===== src/rtl/gia_pkg.sv =====
package gia_pkg;

    localparam int W      = 32;          // operand / result part width
    localparam int PW     = 2 * W;       // exact product width
    localparam int VW     = 2 * W + 1;   // exact sum of two products
    localparam int MW     = 2 * W;       // magnitude width
    localparam int OW     = 32;          // port width of a result part
    localparam int NSTAGE = MW;          // one quotient bit per divider stage

    typedef enum logic [1:0] {
        FUNC_ADD = 2'd0,
        FUNC_SUB = 2'd1,
        FUNC_MUL = 2'd2,
        FUNC_DIV = 2'd3
    } func_t;

    typedef enum logic [1:0] {
        ST_OK       = 2'd0,
        ST_DIV_ZERO = 2'd1,
        ST_INEXACT  = 2'd2,
        ST_OVERFLOW = 2'd3
    } status_t;

    // products and add/sub results after the first stage
    typedef struct packed {
        func_t              func;
        logic signed [PW-1:0] p_rr;
        logic signed [PW-1:0] p_ii;
        logic signed [PW-1:0] p_ri;
        logic signed [PW-1:0] p_ir;
        logic signed [PW-1:0] sq_r;
        logic signed [PW-1:0] sq_i;
        logic signed [W:0]    s_re;
        logic signed [W:0]    s_im;
    } prod_t;

    // exact signed results before the divider
    typedef struct packed {
        logic                 is_div;
        logic signed [VW-1:0] v_re;
        logic signed [VW-1:0] v_im;
        logic [MW-1:0]        den;
    } sum_t;

    // divider working set; num shifts quotient bits in from the bottom
    typedef struct packed {
        logic          den_zero;
        logic          neg_re;
        logic          neg_im;
        logic [MW-1:0] den;
        logic [MW-1:0] num_re;
        logic [MW-1:0] num_im;
        logic [MW-1:0] rem_re;
        logic [MW-1:0] rem_im;
    } div_t;

endpackage


===== src/rtl/gia_dstage.sv =====
module gia_dstage (
    input  logic          aclk,
    input  logic          aresetn,
    input  logic          en,
    input  logic          in_valid,
    input  gia_pkg::div_t in_data,
    output logic          out_valid,
    output gia_pkg::div_t out_data
);

    gia_pkg::div_t data_next, data_reg;
    logic          valid_reg;
    logic [gia_pkg::MW-1:0] t_re, t_im;
    logic          q_re, q_im;

    // remainder stays below den <= 2^(MW-1), so the shift drops nothing
    assign t_re = {in_data.rem_re[gia_pkg::MW-2:0], in_data.num_re[gia_pkg::MW-1]};
    assign t_im = {in_data.rem_im[gia_pkg::MW-2:0], in_data.num_im[gia_pkg::MW-1]};
    assign q_re = (t_re >= in_data.den);
    assign q_im = (t_im >= in_data.den);

    always_comb begin
        data_next        = in_data;
        data_next.rem_re = q_re ? (t_re - in_data.den) : t_re;
        data_next.rem_im = q_im ? (t_im - in_data.den) : t_im;
        data_next.num_re = {in_data.num_re[gia_pkg::MW-2:0], q_re};
        data_next.num_im = {in_data.num_im[gia_pkg::MW-2:0], q_im};
    end

    always_ff @(posedge aclk) begin
        if (!aresetn) begin
            valid_reg <= 1'b0;
        end else if (en) begin
            valid_reg <= in_valid;
        end
    end

    always_ff @(posedge aclk) begin
        if (en) begin
            data_reg <= data_next;
        end
    end

    assign out_valid = valid_reg;
    assign out_data  = data_reg;

endmodule


===== config.mk =====
export PLATFORM = sky130hd
export DESIGN_NAME = gia_dstage
export DESIGN_NICKNAME = d
export VERILOG_FILES = /design/src/rtl/gia_pkg.sv /design/src/rtl/gia_dstage.sv
export SDC_FILE = /design/constraint.sdc
export NUM_CORES = 1
export LEC_CHECK = 0
export BUFFER_PORTS_ARGS = -buffer_cell sky130_fd_sc_hd__buf_2
export CAP_MARGIN = 20
export CORE_AREA = 4 4 249 251
export CTS_BUF_LIST = sky130_fd_sc_hd__clkbuf_16
export DETAILED_ROUTE_END_ITERATION = 7
export DIE_AREA = 0 0 253 255
export PLACE_DENSITY_LB_ADDON = 0.08
export SYNTH_ARGS = -nofsm -noshare
export SYNTH_HDL_FRONTEND = slang
export SYNTH_SLANG_ARGS = --single-unit
export TNS_END_PERCENT = 20

===== constraint.sdc =====
create_clock -name aclk -period 3.6 [get_ports aclk]
set_input_delay 0.72 -clock aclk [delete_from_list [all_inputs] [get_ports aclk]]
set_output_delay 0.72 -clock aclk [all_outputs]
set_load 0.005 [all_outputs]

==> impl_metrics.csv <==
group,metric,value,unit
global_routing,grt_pass1_vias,18500,
critical_path,end_kind,"flip-flop",
synthesis,synth_cell_types,77,
critical_path,crit_chain,"buf_2, inv_1, ha_2, nand4_1, buf_4, nor3_4, nand4_1, or3_4, o211ai_1, a21boi_2, o32a_4, inv_1, mux2_2",
sta,finClkSkew,0,ns
drt,num_vias,18600,
global_routing,gr-total-overflow,0,
sta,worstMarginPinSlew,0.886,ns
synthesis,ys_warn_count,0,
sta,fin_crit,3.50,ns
flow_run,maxCapViolations,0,
synthesis,synth-async-reset-ratio,0,%
sta,tns,0,ns
critical_path,start_kind,"input pin",
synthesis,synthTopCellsByArea,"edfxtp_1 51%, ha_1 8.4%, o21ai_0 5.0%, nand2_1 4.7%, a21oi_1 4.0%",
cells_and_area,layout.cells.non_filler,3756,
sta,slew_headroom,40.4,%
pwr,power,12.3,mW
clock_network,clk_pin_slew,0.06,ns
global_routing,grt_usage,23.1,%
drt,route.met2.wl,40300,um
pwr,switching_share,30.3,%
clock_network,cts_sinks,324,
sta,drv_slew,0,
synthesis,syn_inst,1843,
critical_path,r2r_cells,2,
floorplan,io_pins,651,
min_path,hp-start,"in_data[175]",
drt,wl_met3,5240,um
synthesis,synth.most_common_cell,"edfxtp_1",
min_path,min_to,"out_data[176]",
drt,wl_met1,32200,um
pwr,peakVddDrop,0.326,mV
critical_path,worstSetupPathType,"in2reg",
synthesis,avgSynthCellArea,10.4,sq um
synthesis,ys.flop_type,"edfxtp_1",
synthesis,ys_ff_latch,324,
run_status,outcome,"completed",
critical_path,crit_arrival,3.81,ns
critical_path,slowest_delay,0.44,ns
sta,setup_violations,0,
critical_path,worstReg2RegEnd,"out_valid",
placement,place_hpwl,66200,um
drt,ant_nets,0,
synthesis,ys_seq_area_share,50.9,%
cells_and_area,area.growth.synth_to_final,48.4,%
pwr,p_switching,3.72,mW
floorplan,die_area,64500,sq um
floorplan,die_w,253,um
placement,dp_cells,3665,
clock_network,cts_buffers,39,
min_path,min-delay-path-class,"in2reg",
pwr,power.leakage,13.1,nW
floorplan,rows,90,
clock_network,ctsLongestPathBuffers,3,
clock_network,cts-root-buf,"clkbuf_16",
synthesis,yosysTopAreaCellShare,50.8,%
critical_path,crit_required,3.92,ns
drt,drc,0,
drt,viasPerCell,4.96,
cells_and_area,nNetsFinal,3393,
critical_path,cpMaxStageDelayCell,"or3_4",
global_routing,grt_pass1_wl,113000,um
global_routing,grt_max_degree,69,
cells_and_area,fillers,5715,
clock_network,cts_tree,"yes",
critical_path,worstPathMaxFanout,7,
global_routing,antenna_found_initial,17,
sta,setup_slack,0.105,ns
pwr,comb_power_share,29.2,%
synthesis,yosysTopAreaCell,"edfxtp_1",
floorplan,die_y,255,um
drt,top_layer,"met5",
cells_and_area,register_area,9720,sq um
placement,numPortBuffers,648,
floorplan,coreArea,59900,sq um
drt,first_pass_iters,5,
cells_and_area,drive_above_1_share,42.1,%
sta,period_share,97.1,%
placement,place_ws,-1.00,ns
clock_network,htreeDepth,2,
floorplan,start_util,31.9,%
clock_network,clkLatencyLatePin,0.55,ns
sta,fmax,286,MHz
critical_path,cp.buffers_inverters,4,
synthesis,synth_nets,2300,
synthesis,synth_edf_count,323,
sta,hold_viol_final,0,
drt,finalWirelength,80600,um
placement,place_congestion,0.876,
drt,drt_iter0_markers,1051,
cells_and_area,multiInputGateArea,8860,sq um
pwr,p_per_area,433,nW/um^2
min_path,min_path_cells,1,
synthesis,synth_area,19100,sq um
pwr,p_clk_share,31.9,%
pwr,p_int,8.55,mW
synthesis,netlist_top_cells_count,"323 x edfxtp_1, 238 x nand2_1, 189 x o21ai_0",
sta,fin_hold_ws,0.324,ns
critical_path,crit_family,"simple AND/OR/NAND/NOR gates",
critical_path,r2r_start,"out_valid",
critical_path,rrSetupSlack,3.01,ns
pwr,seq_power_share,38.9,%
drt,wl_per_cell,21.5,um
[registers in the layout, summed over array words and instances, names as in the netlist]
name / count
out_valid: 1
out_data: 323
[cell type report]
| type | instances | area share [%] |
|---|---|---|
| Timing Repair Buffer | 1132 | 25.2 |
| Multi-Input combinational cell | 1340 | 31.3 |
| Clock inverter | 30 | 0.958 |
| Clock buffer | 39 | 3.44 |
| Antenna cell | 10 | 0.0883 |
| Tap cell | 782 | 3.45 |
| Inverter | 99 | 1.32 |
| Sequential cell | 324 | 34.3 |
[kinds of logic (layout without fill, tap and decap cells)]
family	Yosys count	in the layout	synth area share, %
DFF	324	324	50.9
adders and majority gates	130	130	8.60
and+or+nand+nor	521	521	12.6
muxes	14	14	0.839
buffers and inverters	180	1300	4.02
other	0	10	0
AOI/OAI and AO/OA	561	562	17.9
xor gates and xnor gates	113	113	5.18
[cell usage in the layout (no fill, tap or decap), types with 43 or more instances in the layout]
| cell type | instances |
|---|---|
| buf_2 | 647 |
| buf_4 | 466 |
| edfxtp_1 | 323 |
| nand2_1 | 238 |
| o21ai_0 | 188 |
| a21oi_1 | 147 |
| ha_1 | 124 |
| inv_1 | 103 |
| nor2_1 | 88 |
| xnor2_1 | 66 |
| a21o_1 | 60 |
| xor2_1 | 47 |
| nand4_1 | 46 |
| clkbuf_16 | 43 |
[metal layers]
metal | vias up | GRT usage, %
li1 | 9041 | -
met4 | 12 | 7.75
met3 | 118 | 5.02
met2 | 637 | 41.4
met1 | 8818 | 27.8
met5 | - | 0
[worst max path at each step]
stage | start | to | slack, ns | cells past startpoint
after floorplan | in_data[255] | out_data[125] | 0.02 | 14
after global placement | in_data[284] | out_data[125] | -0.93 | 12
after detailed placement | in_data[284] | out_data[125] | -1.00 | 12
after CTS | in_data[284] | out_data[125] | -0.005 | 13
after global routing | in_data[259] | out_data[27] | -0.03 | 17
final | in_data[284] | out_data[125] | 0.10 | 13
[stage by stage]
step           util, %  instance area (sq um)
2_1_floorplan        -                  19100
4_1_cts           46.7                  28000
3_3_place_gp      44.4                  26600
3_5_place_dp      44.4                  26600
5_1_grt           47.3                  28300
6_report          47.3                  28300
[power by group through the flow]
stage	clock, mW	sequential [mW]	combinational [mW]
3_3_place_gp	0	4.85	3.44
5_1_grt	4.19	4.80	3.90
4_1_cts	4.04	4.78	3.51
3_5_place_dp	0	4.85	3.45
2_1_floorplan	0	4.88	1.47
6_report	3.91	4.77	3.58
[repair_timing]
item,CTS,global route
gates cloned,2,4
buffers inserted,2,4
hold buffers,0,0
setup endpoints to repair,118,113
pin swaps,5,7
resized for setup,8,31
(Power assumes the default switching activity.)
