`config.mk`:
```
export PLATFORM = sky130hd
export DESIGN_NAME = gia_prep
export DESIGN_NICKNAME = d
export VERILOG_FILES = /design/src/rtl/gia_pkg.sv /design/src/rtl/gia_prep.sv
export SDC_FILE = /design/constraint.sdc
export NUM_CORES = 1
export LEC_CHECK = 0
export ABC_AREA = 1
export BUFFER_PORTS_ARGS = -buffer_cell sky130_fd_sc_hd__buf_4
export CORE_AREA = 2 2 302 304
export CTS_BUF_LIST = sky130_fd_sc_hd__clkbuf_2 sky130_fd_sc_hd__clkbuf_4 sky130_fd_sc_hd__clkbuf_8
export DETAILED_ROUTE_END_ITERATION = 8
export DIE_AREA = 0 0 304 306
export PLACE_DENSITY = 0.65
export SYNTH_ARGS = -nofsm -noshare
export SYNTH_HDL_FRONTEND = slang
export SYNTH_SLANG_ARGS = --single-unit
export TNS_END_PERCENT = 5
```
`constraint.sdc`:
```
create_clock -name aclk -period 3.5 [get_ports aclk]
set_input_delay 0.35 -clock aclk [delete_from_list [all_inputs] [get_ports aclk]]
set_output_delay 0.35 -clock aclk [all_outputs]
set_load 0.02 [all_outputs]
```
`src/rtl/gia_pkg.sv`:
```
package gia_pkg;

    localparam int W      = 32;          // operand / result part width
    localparam int PW     = 2 * W;       // exact product width
    localparam int VW     = 2 * W + 1;   // exact sum of two products
    localparam int MW     = 2 * W;       // magnitude width
    localparam int OW     = 32;          // port width of a result part
    localparam int NSTAGE = MW;          // one quotient bit per divider stage

    typedef enum logic [1:0] {
        FUNC_ADD = 2'd0,
        FUNC_SUB = 2'd1,
        FUNC_MUL = 2'd2,
        FUNC_DIV = 2'd3
    } func_t;

    typedef enum logic [1:0] {
        ST_OK       = 2'd0,
        ST_DIV_ZERO = 2'd1,
        ST_INEXACT  = 2'd2,
        ST_OVERFLOW = 2'd3
    } status_t;

    // products and add/sub results after the first stage
    typedef struct packed {
        func_t              func;
        logic signed [PW-1:0] p_rr;
        logic signed [PW-1:0] p_ii;
        logic signed [PW-1:0] p_ri;
        logic signed [PW-1:0] p_ir;
        logic signed [PW-1:0] sq_r;
        logic signed [PW-1:0] sq_i;
        logic signed [W:0]    s_re;
        logic signed [W:0]    s_im;
    } prod_t;

    // exact signed results before the divider
    typedef struct packed {
        logic                 is_div;
        logic signed [VW-1:0] v_re;
        logic signed [VW-1:0] v_im;
        logic [MW-1:0]        den;
    } sum_t;

    // divider working set; num shifts quotient bits in from the bottom
    typedef struct packed {
        logic          den_zero;
        logic          neg_re;
        logic          neg_im;
        logic [MW-1:0] den;
        logic [MW-1:0] num_re;
        logic [MW-1:0] num_im;
        logic [MW-1:0] rem_re;
        logic [MW-1:0] rem_im;
    } div_t;

endpackage

```
`src/rtl/gia_prep.sv`:
```
module gia_prep (
    input  logic           aclk,
    input  logic           aresetn,
    input  logic           en,
    input  logic           in_valid,
    input  gia_pkg::prod_t in_data,
    output logic           out_valid,
    output gia_pkg::div_t  out_data
);

    gia_pkg::sum_t sum_next, sum_reg;
    gia_pkg::div_t div_next, div_reg;
    logic          sum_valid_reg, div_valid_reg;
    logic signed [gia_pkg::VW-1:0] neg_re, neg_im;

    // stage A: exact signed results; non-divide ops divide by one
    always_comb begin
        sum_next.is_div = 1'b0;
        sum_next.den    = gia_pkg::MW'(1);
        case (in_data.func)
            gia_pkg::FUNC_ADD, gia_pkg::FUNC_SUB: begin
                sum_next.v_re = gia_pkg::VW'(in_data.s_re);
                sum_next.v_im = gia_pkg::VW'(in_data.s_im);
            end
            gia_pkg::FUNC_MUL: begin
                sum_next.v_re = gia_pkg::VW'(in_data.p_rr) - gia_pkg::VW'(in_data.p_ii);
                sum_next.v_im = gia_pkg::VW'(in_data.p_ri) + gia_pkg::VW'(in_data.p_ir);
            end
            default: begin
                sum_next.is_div = 1'b1;
                sum_next.v_re = gia_pkg::VW'(in_data.p_rr) + gia_pkg::VW'(in_data.p_ii);
                sum_next.v_im = gia_pkg::VW'(in_data.p_ir) - gia_pkg::VW'(in_data.p_ri);
                sum_next.den  = gia_pkg::MW'(in_data.sq_r) + gia_pkg::MW'(in_data.sq_i);
            end
        endcase
    end

    // stage B: sign/magnitude split
    assign neg_re = -sum_reg.v_re;
    assign neg_im = -sum_reg.v_im;

    always_comb begin
        div_next.den_zero = sum_reg.is_div && (sum_reg.den == '0);
        div_next.neg_re   = sum_reg.v_re[gia_pkg::VW-1];
        div_next.neg_im   = sum_reg.v_im[gia_pkg::VW-1];
        div_next.den      = sum_reg.den;
        div_next.num_re   = sum_reg.v_re[gia_pkg::VW-1] ? neg_re[gia_pkg::MW-1:0]
                                                        : sum_reg.v_re[gia_pkg::MW-1:0];
        div_next.num_im   = sum_reg.v_im[gia_pkg::VW-1] ? neg_im[gia_pkg::MW-1:0]
                                                        : sum_reg.v_im[gia_pkg::MW-1:0];
        div_next.rem_re   = '0;
        div_next.rem_im   = '0;
    end

    always_ff @(posedge aclk) begin
        if (!aresetn) begin
            sum_valid_reg <= 1'b0;
            div_valid_reg <= 1'b0;
        end else if (en) begin
            sum_valid_reg <= in_valid;
            div_valid_reg <= sum_valid_reg;
        end
    end

    always_ff @(posedge aclk) begin
        if (en) begin
            sum_reg <= sum_next;
            div_reg <= div_next;
        end
    end

    assign out_valid = div_valid_reg;
    assign out_data  = div_reg;

endmodule

```
==> flow_metrics.py <==
metrics = {
    "drt": {
        "drc": 0,
        "ant_nets": 0,
        "drt_iter0_markers": 3964,
        "post_drt_via_cell_ratio": 5.13,
        "wl_mm": 171,
        "num_vias": 42800,
        "wl_per_cell_um": 20.5,
        "drt_first_pass_iters": 6,
    },
    "yosys": {
        "synth.distinct_cells": 59,
        "synth_top_area_share_pct": 30.3,
        "yosysWarnings": 0,
        "synth-seq-cells": 392,
        "yosysTopAreaCell": "edfxtp_1",
        "avgSynthCellArea_sq_um": 6.52,
        "synth.most_common_cell": "nand2_1",
        "synth_common_cells": "nand2_1 (1,927), inv_1 (914), nor2_1 (768), edfxtp_1 (390), a21oi_1 (294)",
        "synth_ff_type": "edfxtp_1",
        "synth_edf_count": 390,
        "synth_area_leaders": "edfxtp_1 (30%), nand2_1 (19%), inv_1 (8.9%)",
        "seq_area_frac_synth_pct": 30.4,
        "netlist_instances": 5931,
        "async_reset_ff_share_pct": 0,
        "synth_area_sq_um": 38600,
    },
    "critical_path": {
        "critical-path-max-stage-delay_ns": 0.40,
        "cp.arrival_ns": 3.76,
        "crit_path_end_kind": "flip-flop",
        "crit_buf_inv": 5,
        "cpMaxStageDelayCell": "ha_1",
        "critPathMaxFanout": 4,
        "crit_path_start_kind": "input port",
        "path_delay_family": "simple AND/OR/NAND/NOR gates",
        "r2r-start": "sum_reg[65]",
        "crit_required_ns": 3.94,
        "r2r_setup_slack_ns": 1.03,
        "crit_start": "in_data[323]",
        "crit_type": "in2reg",
        "path_cells": "buf_4 > inv_1 > ha_1 > nand2_1 > nor2_4 > nand2_2 > nand2_4 > nand2_4 > a21oi_4 > nand2_4 > buf_4 > xnor2_1 > ha_1 > nand2_1 > nor2_1 > inv_1 > o21bai_1 > a21oi_1 > nand2_1 > buf_4 > xnor2_1 > o21ai_0",
    },
    "timing": {
        "relSlewSlack_pct": 27.0,
        "worst_pin_slew_ns": 1.09,
        "drv_slew": 0,
        "setup_viol": 0,
        "finalHoldViolCount": 0,
        "max_freq_ghz": 0.301,
        "clock_skew_ns": 0.0207,
        "post-route-period-util_pct": 94.8,
        "setup_tns_ns": 0,
        "rsz0062_at_grt": "no",
        "period_minus_slack_ns": 3.32,
    },
    "worst_hold_path": {
        "hold_start": "in_data[130]",
        "hold_class": "in2reg",
    },
    "global_routing": {
        "antenna_found_initial": 5,
        "grt_pass1_wl_mm": 247,
        "grt.overflow.total": 0,
        "grt_pass1_vias": 40200,
        "grt_max_degree": 94,
        "gr-usage-all-layers_pct": 35.3,
    },
    "die": {
        "die_y_um": 306,
        "start_util_pct": 43.1,
        "die-area_sq_um": 93000,
        "io_pins": 780,
        "num_rows": 110,
        "core-area_sq_um": 89600,
        "die_x_um": 304,
    },
    "layout": {
        "area_growth_pct": 28.4,
        "largest_reg_flops": 195,
        "n_fill_cell": 9106,
        "final_util_pct": 55.4,
        "fin_nets": 7761,
        "multiInputGateArea_sq_um": 22600,
        "regArea_sq_um": 11800,
        "drive_gt1_share_pct": 19.6,
    },
    "clocking": {
        "clkSlewWorstSetupHoldPaths_ns": 0.07,
        "cts_tree": "built",
        "cts_buffers": 60,
        "cts_setup_buffers": 0,
        "root_buffer": "clkbuf_8",
        "clk_path_buf_depth": 3,
        "htree_num_levels": 2,
        "clk_latency_ns": 0.69,
        "clock-sinks": 392,
    },
    "placed_design": {
        "place_congestion": 1.08,
        "portBuffers": 651,
        "dp_hpwl_mm": 149,
    },
    "power_and_ir_drop": {
        "p_leak_nw": 25.2,
        "ir_drop_mv": 0.230,
        "cellPowerDensity_nw_per_um2": 367,
    },
    "status": {
        "status": "complete, no violations",
    },
    "flow_run": {
        "drv_cap": 0,
    },
}
cell families (layout without fill, tap and decap cells):
kind of cell | Yosys count | count (layout) | synth area share (%)
simple gates | 3318 | 3318 | 35.8
buf+inv | 1116 | 2212 | 12.2
compound gates | 627 | 627 | 8.72
flops | 392 | 392 | 30.4
xor+xnor | 278 | 278 | 6.30
fa+ha+maj | 199 | 199 | 6.50
other cells | 1 | 130 | 0.00970
layout by cell type (no fill, tap or decap), types with 7 or more instances in the layout:
cell type	netlist	final
nand2_1	1927	1927
buf_4	130	1163
inv_1	914	914
nor2_1	768	768
edfxtp_1	390	390
a21oi_1	294	293
nand3_1	291	291
o21ai_0	239	239
ha_1	196	196
xor2_1	185	185
conb_1	1	128
xnor2_1	93	93
nand4_1	77	77
nor3_1	75	75
clkbuf_8	0	62
nand3b_1	35	35
o21bai_1	26	26
or2_2	24	24
nor4_1	24	24
nor2_2	21	21
nand2_2	17	17
clkinv_1	2	15
nor2_4	14	14
o21ai_1	14	14
o21ai_2	10	10
nor3_2	10	10
clkinv_2	0	9
a31oi_1	8	8
clkbuf_4	0	8
inv_2	7	7
a21o_1	7	7
o21a_1	7	7
bufinv_16	0	7
buf_12	0	7
worst reg2reg max path, delay by kind of cell, from the launching register on:
family                     cells  cell delay, ns
xor gates and xnor gates       1            0.38
and+or+nand+nor                6            0.91
adders and majority gates      1            0.25
buffers and inverters          1            0.12
AOI/OAI and AO/OA              1            0.10
DFF                            1            0.47
metrics by stage:
step,power (mW),hold WS (ns),area (sq um),setup WS [ns],instances
after floorplan,10.3,0.426,39100,0.349,6058
after global placement,13.9,0.430,48200,-0.410,8214
after detailed placement,13.9,0.433,48200,-0.482,8214
after CTS,18.1,0.00580,49600,0.241,8330
after global routing,19.0,0.0346,49600,0.00940,8331
final,18.2,0.0537,49600,0.181,8332
path summary, 6_finish.rpt:
| check | end | cells after the start |
|---|---|---|
| max | sum_reg[157] | 22 |
| max reg2reg | out_data[150] | 10 |
| min reg2reg | out_data[301] | 0 |
| min | div_next[256] | 3 |
where the power goes:
part	leakage [nW]	switching (mW)	total, mW	internal, mW
clock	0.664	1.92	4.20	2.27
sequential	3.82	0.429	6.36	5.93
combinational	20.7	4.85	7.64	2.79
per-layer routing:
layer | share of wire [%] | routed length [um] | GRT usage (%) | vias up
met5 | 0.0094 | 16 | 0 | -
met4 | 4.7 | 8060 | 15.1 | 2
met3 | 6.9 | 11800 | 3.87 | 306
met2 | 46 | 77700 | 58.1 | 1861
met1 | 43 | 73000 | 47.0 | 19600
li1 | - | - | - | 21000
area by class of cell:
cell class / instances / area share, %
Clock buffer: 70 / 1.84
Inverter: 925 / 7.01
Antenna cell: 2 / 0.0101
Timing Repair Buffer: 1177 / 18.0
Clock inverter: 40 / 0.795
Sequential cell: 392 / 23.7
Multi-Input combinational cell: 4550 / 45.7
Tap cell: 1176 / 2.97
timing repair:
action                     CTS  global route
setup endpoints to repair    0             2
gates resized for setup      0             1
hold buffers                 6             0
hold endpoints to repair     5             0
Power figures use the tool's default switching activity.
